--- src/utf8_char_limited_truncation_assert.svh ---
// Assertion macros shared by the truncation block's RTL files.
// Standalone header; no other file needed. Bodies are empty when SYNTH is defined.
`ifndef UTF8_CHAR_LIMITED_TRUNCATION_ASSERT_SVH
`define UTF8_CHAR_LIMITED_TRUNCATION_ASSERT_SVH

`ifndef SYNTH

// expression holds at every edge out of reset
`define UTC_ASSERT(lbl, clk, rstn, expr) \
    lbl: assert property (@(posedge clk) disable iff (!rstn) (expr)) \
        else $error("utc assertion failed");

// antecedent implies consequent in the same cycle
`define UTC_ASSERT_IMP(lbl, clk, rstn, ante, cons) \
    lbl: assert property (@(posedge clk) disable iff (!rstn) (ante) |-> (cons)) \
        else $error("utc assertion failed");

// antecedent implies consequent in the next cycle
`define UTC_ASSERT_NXT(lbl, clk, rstn, ante, cons) \
    lbl: assert property (@(posedge clk) disable iff (!rstn) (ante) |=> (cons)) \
        else $error("utc assertion failed");

`else

`define UTC_ASSERT(lbl, clk, rstn, expr)
`define UTC_ASSERT_IMP(lbl, clk, rstn, ante, cons)
`define UTC_ASSERT_NXT(lbl, clk, rstn, ante, cons)

`endif

`endif

--- src/utc_pkg.sv ---
// Shared types and constants for the UTF-8 aware truncation block.
// No dependencies; imported by utc_core, utc_outq and the top level.
package utc_pkg;

    localparam int BYTE_W   = 8;
    localparam int REASON_W = 3;
    localparam int CFG_IDX_W = 8;
    localparam int ITEMS_MAX = 4;          // most result items one source byte can cause
    localparam int ITEM_CNT_W = 3;         // holds 0..ITEMS_MAX
    localparam int Q_DEPTH   = 8;
    localparam int Q_PTR_W   = 3;
    localparam int Q_CNT_W   = 4;

    // register indexes on the configuration port
    localparam logic [CFG_IDX_W-1:0] REG_CHAR_LIMIT = 8'd0;
    localparam logic [CFG_IDX_W-1:0] REG_BYTE_LIMIT = 8'd1;

    // stop reasons
    localparam logic [REASON_W-1:0] RSN_SRC_END   = 3'd0;
    localparam logic [REASON_W-1:0] RSN_BYTE_LIM  = 3'd1;
    localparam logic [REASON_W-1:0] RSN_CHAR_LIM  = 3'd2;
    localparam logic [REASON_W-1:0] RSN_BAD_UTF8  = 3'd3;
    localparam logic [REASON_W-1:0] RSN_DANGLING  = 3'd4;

    localparam logic [BYTE_W-1:0] BACKSLASH = 8'h5C;

    typedef struct packed {
        logic [BYTE_W-1:0]   out_byte;
        logic                byte_valid;
        logic                end_of_result;
        logic [REASON_W-1:0] stop_reason;
    } t_item;

    // everything one accepted source byte produces
    typedef struct packed {
        logic [ITEM_CNT_W-1:0]    n;
        t_item [ITEMS_MAX-1:0]    item;
    } t_step;

endpackage

--- src/utf8_char_limited_truncation.sv ---
// UTF-8 aware string truncation, top level.
// Depends on utc_pkg, utc_core and utc_outq.
//
// Usage:
//  - Source bytes arrive on i_valid/o_ready with i_in_byte and i_in_last. A zero
//    byte or i_in_last ends the string. Each accepted byte is handled in the
//    cycle it is accepted and causes zero to four result items.
//  - Result items leave on o_valid/i_ready, one per transaction, from an
//    eight-entry queue. The first item of a byte is visible the cycle after
//    the byte's transaction when no older item is still queued.
//  - Throughput: one source byte per cycle while each byte yields at most one
//    item. A byte that completes a k-byte character, or an escape pair, yields
//    k (or 2) items; o_ready drops while more than four items are queued, so
//    a stalled receiver backs up into the source after that.
//  - Configuration: i_cfg_valid/o_cfg_ready with i_cfg_index and i_cfg_data;
//    index 0 is the character limit, 1 the byte limit, others are ignored.
//    o_cfg_ready is always high; write only while the block is idle.
//  - Reset (i_rst_n low, synchronous): both limits go to 255, the queue
//    empties and the string state clears.
module utf8_char_limited_truncation
    import utc_pkg::*;
(
    input  logic                 i_clk,
    input  logic                 i_rst_n,
    input  logic                 i_valid,
    output logic                 o_ready,
    input  logic [BYTE_W-1:0]    i_in_byte,
    input  logic                 i_in_last,
    output logic                 o_valid,
    input  logic                 i_ready,
    output logic [BYTE_W-1:0]    o_out_byte,
    output logic                 o_byte_valid,
    output logic                 o_end_of_result,
    output logic [REASON_W-1:0]  o_stop_reason,
    input  logic                 i_cfg_valid,
    output logic                 o_cfg_ready,
    input  logic [CFG_IDX_W-1:0] i_cfg_index,
    input  logic [BYTE_W-1:0]    i_cfg_data
);

    t_step step;
    t_item item;
    logic  space;
    logic  accept;

    assign o_ready     = space;
    assign o_cfg_ready = 1'b1;
    assign accept      = i_valid && space;

    utc_core u_core (
        .i_clk       (i_clk),
        .i_rst_n     (i_rst_n),
        .i_step      (accept),
        .i_in_byte   (i_in_byte),
        .i_in_last   (i_in_last),
        .i_cfg_we    (i_cfg_valid),
        .i_cfg_index (i_cfg_index),
        .i_cfg_data  (i_cfg_data),
        .o_step      (step)
    );

    utc_outq u_outq (
        .i_clk   (i_clk),
        .i_rst_n (i_rst_n),
        .i_push  (accept),
        .i_step  (step),
        .o_space (space),
        .o_valid (o_valid),
        .i_ready (i_ready),
        .o_item  (item)
    );

    assign o_out_byte      = item.out_byte;
    assign o_byte_valid    = item.byte_valid;
    assign o_end_of_result = item.end_of_result;
    assign o_stop_reason   = item.stop_reason;

endmodule

--- src/utc_core.sv ---
// Per-byte truncation logic: counters, escape and UTF-8 hold state, limit registers.
// Depends on utc_pkg; produces up to four result items per accepted byte.
`include "utf8_char_limited_truncation_assert.svh"

module utc_core
    import utc_pkg::*;
(
    input  logic                 i_clk,
    input  logic                 i_rst_n,
    input  logic                 i_step,
    input  logic [BYTE_W-1:0]    i_in_byte,
    input  logic                 i_in_last,
    input  logic                 i_cfg_we,
    input  logic [CFG_IDX_W-1:0] i_cfg_index,
    input  logic [BYTE_W-1:0]    i_cfg_data,
    output t_step                o_step
);

    logic [BYTE_W-1:0] r_char_lim;
    logic [BYTE_W-1:0] r_byte_lim;

    logic [BYTE_W-1:0] r_pend [ITEMS_MAX];
    logic [2:0]        r_pend_cnt, n_pend_cnt;
    logic [2:0]        r_exp_len,  n_exp_len;
    logic              r_esc,      n_esc;
    logic [BYTE_W-1:0] r_chars,    n_chars;
    logic [BYTE_W-1:0] r_bytes,    n_bytes;
    logic              r_stopped,  n_stopped;

    logic              pend_we;
    logic [1:0]        pend_addr;

    function automatic logic [2:0] lead_len(input logic [BYTE_W-1:0] b);
        logic [2:0] len;
        if (b[7] == 1'b0)            len = 3'd1;
        else if (b[7:5] == 3'b110)   len = 3'd2;
        else if (b[7:4] == 4'b1110)  len = 3'd3;
        else if (b[7:3] == 5'b11110) len = 3'd4;
        else                         len = 3'd0;
        return len;
    endfunction

    always_comb begin
        logic                ends;
        logic                stop;
        logic [REASON_W-1:0] reason;
        logic [2:0]          len;
        logic [BYTE_W:0]     need;
        t_step               st;

        ends   = (i_in_byte == '0) || i_in_last;
        stop   = 1'b0;
        reason = RSN_SRC_END;
        len    = lead_len(i_in_byte);
        need   = '0;
        st     = '0;

        n_pend_cnt = r_pend_cnt;
        n_exp_len  = r_exp_len;
        n_esc      = r_esc;
        n_chars    = r_chars;
        n_bytes    = r_bytes;
        n_stopped  = r_stopped;
        pend_we    = 1'b0;
        pend_addr  = r_pend_cnt[1:0];

        if (!r_stopped) begin
            if (r_esc) begin
                need = {1'b0, r_bytes} + 9'd2;
                if (i_in_byte == '0) begin
                    stop = 1'b1; reason = RSN_DANGLING;
                end else if (need > {1'b0, r_byte_lim}) begin
                    stop = 1'b1; reason = RSN_BYTE_LIM;
                end else begin
                    st.item[0].out_byte   = BACKSLASH;
                    st.item[0].byte_valid = 1'b1;
                    st.item[1].out_byte   = i_in_byte;
                    st.item[1].byte_valid = 1'b1;
                    st.n      = 3'd2;
                    n_bytes   = need[BYTE_W-1:0];
                    n_chars   = r_chars + 8'd1;
                    n_esc     = 1'b0;
                    if (i_in_last) begin
                        stop = 1'b1; reason = RSN_SRC_END;
                    end
                end
            end else if (r_exp_len != '0) begin
                need = {1'b0, r_bytes} + {6'd0, r_exp_len};
                if (i_in_byte[7:6] != 2'b10) begin
                    // also covers a zero byte
                    stop = 1'b1; reason = RSN_BAD_UTF8;
                end else begin
                    pend_we    = 1'b1;
                    n_pend_cnt = r_pend_cnt + 3'd1;
                    if (n_pend_cnt >= r_exp_len) begin
                        if (need > {1'b0, r_byte_lim}) begin
                            stop = 1'b1; reason = RSN_BYTE_LIM;
                        end else begin
                            // newest byte is the last one of the sequence
                            st.item[0].out_byte = r_pend[0];
                            st.item[1].out_byte = (r_exp_len == 3'd2) ? i_in_byte : r_pend[1];
                            st.item[2].out_byte = (r_exp_len == 3'd3) ? i_in_byte : r_pend[2];
                            st.item[3].out_byte = i_in_byte;
                            for (int k = 0; k < ITEMS_MAX; k++) begin
                                st.item[k].byte_valid = 1'b1;
                            end
                            st.n       = r_exp_len;
                            n_bytes    = need[BYTE_W-1:0];
                            n_chars    = r_chars + 8'd1;
                            n_pend_cnt = '0;
                            n_exp_len  = '0;
                            if (i_in_last) begin
                                stop = 1'b1; reason = RSN_SRC_END;
                            end
                        end
                    end else if (i_in_last) begin
                        stop = 1'b1; reason = RSN_BAD_UTF8;
                    end
                end
            end else begin
                if (i_in_byte == '0) begin
                    stop = 1'b1; reason = RSN_SRC_END;
                end else if (r_bytes >= r_byte_lim) begin
                    stop = 1'b1; reason = RSN_BYTE_LIM;
                end else if (r_chars >= r_char_lim) begin
                    stop = 1'b1; reason = RSN_CHAR_LIM;
                end else if (i_in_byte == BACKSLASH) begin
                    if (i_in_last) begin
                        stop = 1'b1; reason = RSN_DANGLING;
                    end else begin
                        n_esc = 1'b1;
                    end
                end else if (len == 3'd0) begin
                    stop = 1'b1; reason = RSN_BAD_UTF8;
                end else if (len == 3'd1) begin
                    st.item[0].out_byte   = i_in_byte;
                    st.item[0].byte_valid = 1'b1;
                    st.n    = 3'd1;
                    n_bytes = r_bytes + 8'd1;
                    n_chars = r_chars + 8'd1;
                    if (i_in_last) begin
                        stop = 1'b1; reason = RSN_SRC_END;
                    end
                end else begin
                    pend_we    = 1'b1;
                    pend_addr  = 2'd0;
                    n_pend_cnt = 3'd1;
                    n_exp_len  = len;
                    if (i_in_last) begin
                        stop = 1'b1; reason = RSN_BAD_UTF8;
                    end
                end
            end

            if (stop) begin
                if (st.n == '0) begin
                    st.item[0].end_of_result = 1'b1;
                    st.item[0].stop_reason   = reason;
                    st.n = 3'd1;
                end else begin
                    for (int k = 0; k < ITEMS_MAX; k++) begin
                        if (ITEM_CNT_W'(k + 1) == st.n) begin
                            st.item[k].end_of_result = 1'b1;
                            st.item[k].stop_reason   = reason;
                        end
                    end
                end
            end
        end

        // string end or stop: clear the string state; a stop before the end stays stopped
        if (stop || ends) begin
            n_pend_cnt = '0;
            n_exp_len  = '0;
            n_esc      = 1'b0;
            n_chars    = '0;
            n_bytes    = '0;
            n_stopped  = stop && !ends;
        end

        o_step = st;
    end

    always_ff @(posedge i_clk) begin
        if (!i_rst_n) begin
            r_char_lim <= 8'd255;
            r_byte_lim <= 8'd255;
            r_pend_cnt <= '0;
            r_exp_len  <= '0;
            r_esc      <= 1'b0;
            r_chars    <= '0;
            r_bytes    <= '0;
            r_stopped  <= 1'b0;
        end else begin
            if (i_cfg_we) begin
                case (i_cfg_index)
                    REG_CHAR_LIMIT: r_char_lim <= i_cfg_data;
                    REG_BYTE_LIMIT: r_byte_lim <= i_cfg_data;
                    default: ;
                endcase
            end
            if (i_step) begin
                r_pend_cnt <= n_pend_cnt;
                r_exp_len  <= n_exp_len;
                r_esc      <= n_esc;
                r_chars    <= n_chars;
                r_bytes    <= n_bytes;
                r_stopped  <= n_stopped;
            end
        end
    end

    always_ff @(posedge i_clk) begin
        if (i_step && pend_we) begin
            r_pend[pend_addr] <= i_in_byte;
        end
    end

    `UTC_ASSERT_IMP(a_stopped_clean, i_clk, i_rst_n, r_stopped, (r_exp_len == '0) && !r_esc)
    `UTC_ASSERT_IMP(a_esc_no_seq, i_clk, i_rst_n, r_esc, r_exp_len == '0)
    `UTC_ASSERT_IMP(a_seq_count, i_clk, i_rst_n, r_exp_len != '0,
                    (r_pend_cnt != '0) && (r_pend_cnt < r_exp_len))

endmodule

--- src/utc_outq.sv ---
// Result queue: takes up to four items per cycle, hands out one per transaction.
// Depends on utc_pkg for the item and step types.
`include "utf8_char_limited_truncation_assert.svh"

module utc_outq
    import utc_pkg::*;
(
    input  logic  i_clk,
    input  logic  i_rst_n,
    input  logic  i_push,
    input  t_step i_step,
    output logic  o_space,
    output logic  o_valid,
    input  logic  i_ready,
    output t_item o_item
);

    localparam logic [Q_CNT_W-1:0] SPACE_MAX = Q_CNT_W'(Q_DEPTH - ITEMS_MAX);

    t_item              r_q [Q_DEPTH];
    logic [Q_PTR_W-1:0] r_wr, r_rd;
    logic [Q_CNT_W-1:0] r_cnt, n_cnt;
    logic [Q_CNT_W-1:0] add;
    logic               pop;

    assign pop     = o_valid && i_ready;
    assign add     = i_push ? Q_CNT_W'(i_step.n) : '0;
    assign n_cnt   = r_cnt + add - Q_CNT_W'(pop);
    assign o_space = (r_cnt <= SPACE_MAX);
    assign o_valid = (r_cnt != '0);
    assign o_item  = r_q[r_rd];

    always_ff @(posedge i_clk) begin
        if (!i_rst_n) begin
            r_wr  <= '0;
            r_rd  <= '0;
            r_cnt <= '0;
        end else begin
            r_wr  <= r_wr + add[Q_PTR_W-1:0];
            r_rd  <= r_rd + Q_PTR_W'(pop);
            r_cnt <= n_cnt;
        end
    end

    always_ff @(posedge i_clk) begin
        for (int k = 0; k < ITEMS_MAX; k++) begin
            if (i_push && (ITEM_CNT_W'(k) < i_step.n)) begin
                r_q[r_wr + Q_PTR_W'(k)] <= i_step.item[k];
            end
        end
    end

    `UTC_ASSERT(a_cnt_bound, i_clk, i_rst_n, r_cnt <= Q_CNT_W'(Q_DEPTH))
    `UTC_ASSERT_IMP(a_no_overflow, i_clk, i_rst_n, i_push,
                    ({1'b0, r_cnt} + {1'b0, add}) <= (Q_CNT_W + 1)'(Q_DEPTH))
    `UTC_ASSERT_NXT(a_push_shows, i_clk, i_rst_n, i_push && (i_step.n != '0), o_valid)

endmodule
--- config.mk ---
export PLATFORM = sky130hd
export DESIGN_NAME = utf8_char_limited_truncation
export DESIGN_NICKNAME = d
export VERILOG_FILES = /design/src/utc_pkg.sv /design/src/utf8_char_limited_truncation.sv /design/src/utc_core.sv /design/src/utc_outq.sv
export VERILOG_INCLUDE_DIRS = /design/src /design/src/src
export SDC_FILE = /design/constraint.sdc
export NUM_CORES = 1
export LEC_CHECK = 0
export BUFFER_PORTS_ARGS = -buffer_cell sky130_fd_sc_hd__buf_2
export CAP_MARGIN = 0
export CORE_ASPECT_RATIO = 0.75
export CORE_UTILIZATION = 55
export DETAILED_ROUTE_END_ITERATION = 10
export PLACE_DENSITY_LB_ADDON = 0.3
export SYNTH_ARGS = -nofsm -noshare
export SYNTH_HDL_FRONTEND = slang
export SYNTH_SLANG_ARGS = --single-unit
--- constraint.sdc ---
create_clock -name i_clk -period 13.46 [get_ports i_clk]
set_clock_uncertainty 0.05 [all_clocks]
set_input_delay 2.692 -clock i_clk [delete_from_list [all_inputs] [get_ports i_clk]]
set_output_delay 2.692 -clock i_clk [all_outputs]
set_load 0.02 [all_outputs]
==> reports/qor.yml <==
outcome: "completed"
ys_seq_area_share_pct: 40.1
antenna_found_initial: 0
syn-num-nets: 1320
hp-class: "reg2reg"
dp_cells: 1516
hold_path_depth: 2
fp.dieW_um: 173
grt_util_all_layers_pct: 35.7
postSynthAreaPerCell_um2: 9.78
synth_commonest_cells: "134 x nor2_1, 128 x edfxtp_1, 108 x nand2_1"
synthFlopType: "edfxtp_1"
leakage_nw: 5.07
core_area_um2: 21400
cts_buffers: 17
grt_max_degree: 41
ioPinCount: 46
clock-root-buffer: "clkbuf_16"
r2r_slack_ns: 6.54
p_per_area_nw_per_um2: 122
hp-start: "u_core.r_byte_lim[7]$_SDFFE_PN1P_"
drt_iter0_markers: 1717
crit_path_start_kind: "flop"
clockBufferDepth: 2
path_delay_family: "simple AND/OR/NAND/NOR gates"
yosysTopAreaCell: "edfxtp_1"
final_max_slew_viol_count: 0
r2r_cells: 17
arrival_ns: 6.92
synth_warnings: 0
cp.depth: 17
place_hpwl_um: 28300
synthCells: 1235
overflow: 0
route.detailed.drc: 0
routedWlPerCell_um: 25.5
flow.area_growth_from_synthesis_pct: 8.93
synth_edf_count: 128
cpPeakStageDelay_ns: 0.93
gp_congestion: 1.01
ant_nets: 0
drtPass1Iterations: 7
cts_setup_buffers: 0
max_freq_mhz: 145
setup_violations: 0
holdWs_ns: 0.443
synth_top_area_share_pct: 31.8
crit_path_cell_trace: "ha_1 -> inv_1 -> fa_1 -> nor2b_1 -> o21ai_0 -> nor2_1 -> xor2_1 -> ha_1 -> a211o_1 -> a31oi_2 -> a21oi_2 -> buf_4 -> nor3_2 -> inv_2 -> nor3_1 -> a21oi_1 -> nand3_1"
post_cts_resized: 0
cts_hold_buf: 0
routed_via_density: 7.07
cts_tree: "yes"
regToRegStartpoint: "u_core.r_exp_len[0]$_SDFFE_PN0P_"
ys_types: 82
timing.final.crit_share_pct: 51.4
wl_um: 39500
grt_pass1_wl_um: 60400
stdcell_area_um2: 13200
required_ns: 13.47
yosys.cell_count.top_type: "nor2_1"
timing.slew.headroom_pct: 8.60
clk_pin_slew_ns: 0.08
place_ws_ns: 6.60
crit_buf_inv: 3
initial_core_util_pct: 56.6
clkLatencyLatePin_ns: 0.44
ir_drop_mv: 0.0883
grt_pass1_vias: 10038
fp.dieH_um: 130
route.vias.total: 10944
timing.critical_path.to_type: "flop"
r2r-end: "u_outq.r_q[6][1]$_DFFE_PP_"
syn_area_um2: 12100
drive_gt1_share_pct: 14.0
async_reset_ff_share_pct: 0
place_area_um2: 12500
final.setup.tns_ns: 0
power_mw: 1.60
layout_setup_ws_ns: 6.54
antenna_cells: 0
path_class: "reg2reg"
cts.htree.levels: 4
rows: 46
cpMostUsedCell: "ha_1"
finalHoldViolations: 0
stdcell_count: 1548
synth-seq-cells: 178
period_needed_ns: 6.92
synthTopCellsByArea: "edfxtp_1 32%, dfxtp_1 8.3%, ha_1 5.4%, mux4_2 4.8%, mux2i_1 4.2%"
dieArea_um2: 22600
holdPathEnd: "u_core.r_byte_lim[7]$_SDFFE_PN1P_"
final_nets: 1332
path_max_fanout: 26
max_cap_viol_count: 0
tightest_slew_ns: 1.36
port_buffers: 44
rsz0062_at_grt: "no"
post-route-util_pct: 61.6
cts.sinks: 178
cpMaxStageDelayCell: "nand3_1"
-- layer usage --
| layer | wire (µm) | global-route usage [%] | vias to the layer above |
|---|---|---|---|
| met5 | 0 | 0 | - |
| met1 | 16600 | 52.2 | 5233 |
| met3 | 5520 | 9.09 | 114 |
| li1 | - | - | 4771 |
| met4 | 1160 | 12.2 | 0 |
| met2 | 16200 | 51.1 | 826 |
-- cell usage in the layout, fill, tap and decap left out, drive strengths merged, types with 6 or more instances in the layout --
| master | count |
|---|---|
| nor2 | 134 |
| edfxtp | 128 |
| nand2 | 108 |
| o21ai | 87 |
| buf | 68 |
| ha | 52 |
| a21oi | 52 |
| inv | 52 |
| mux2i | 51 |
| dfxtp | 50 |
| nand3 | 40 |
| o221ai | 38 |
| nor3 | 35 |
| mux4 | 26 |
| nor2b | 20 |
| xnor2 | 19 |
| nor4b | 19 |
| a211oi | 18 |
| clkbuf | 18 |
| nand4 | 17 |
| o22ai | 16 |
| o211ai | 15 |
| nor4 | 15 |
| mux2 | 14 |
| a32oi | 12 |
| or3 | 12 |
| nand2b | 11 |
| xor2 | 10 |
| clkinv | 10 |
| o2111ai | 9 |
| or4 | 9 |
| and2 | 8 |
| and3 | 8 |
| a31oi | 8 |
| a21o | 7 |
| a221oi | 6 |
-- registers in the layout (all words and copies together), names as in the netlist, 3 cells and up --
signal,flops
u_core.r_byte_lim,8
u_core.r_bytes,8
u_core.r_char_lim,8
u_core.r_chars,8
u_core.r_exp_len,3
u_core.r_pend,24
u_core.r_pend_cnt,3
u_outq.r_cnt,4
u_outq.r_q,104
u_outq.r_rd,3
u_outq.r_wr,3
-- where the power goes --
group	leakage [nW]	total (mW)	internal (mW)	switching, mW
combinational	3.19	0.426	0.169	0.257
sequential	1.58	0.661	0.624	0.0374
clock	0.301	0.518	0.262	0.256
total	5.07	1.60	1.05	0.551
-- final cells by class --
type                       instances  area [µm²]
fill                            1769        8200
sequential                       178        4850
timing repair buffer              68         400
multi-input combinational        934        6750
tap                              288         360
clock buffer                      18         450
inverter                          48         180
clock inverter                    14         169
-- worst reg2reg max path, delay by kind of cell (launching register included) --
kind            cells  cell delay, ns
flops               1            0.64
buf+inv             3            0.52
simple gates        5            2.84
compound gates      5            1.22
fa+ha+maj           3            1.04
xor+xnor            1            0.22
-- worst max-delay path by stage --
| stage | from | slack (ns) | to |
|---|---|---|---|
| after floorplan | i_in_byte[3] | 7.29 | u_outq.r_q[1][0]$_DFFE_PP_ |
| after global placement | i_valid | 6.65 | u_outq.r_q[6][2]$_DFFE_PP_ |
| after detailed placement | i_valid | 6.60 | u_outq.r_q[6][8]$_DFFE_PP_ |
| after CTS | u_core.r_exp_len[0]$_SDFFE_PN0P_ | 6.93 | u_outq.r_q[6][1]$_DFFE_PP_ |
| after global routing | u_core.r_exp_len[0]$_SDFFE_PN0P_ | 6.32 | u_outq.r_q[0][7]$_DFFE_PP_ |
| final | u_core.r_exp_len[0]$_SDFFE_PN0P_ | 6.54 | u_outq.r_q[6][1]$_DFFE_PP_ |
-- logic make-up after synthesis --
| logic type | Yosys count | share of synthesized area, % |
|---|---|---|
| compound gates | 309 | 18.5 |
| xor+xnor | 29 | 2.10 |
| fa+ha+maj | 55 | 5.88 |
| buf+inv | 123 | 4.27 |
| flops | 178 | 40.1 |
| mux | 91 | 10.4 |
| other cells | 1 | 0.0310 |
| simple gates | 449 | 18.7 |
Power figures use the tool's default switching activity.
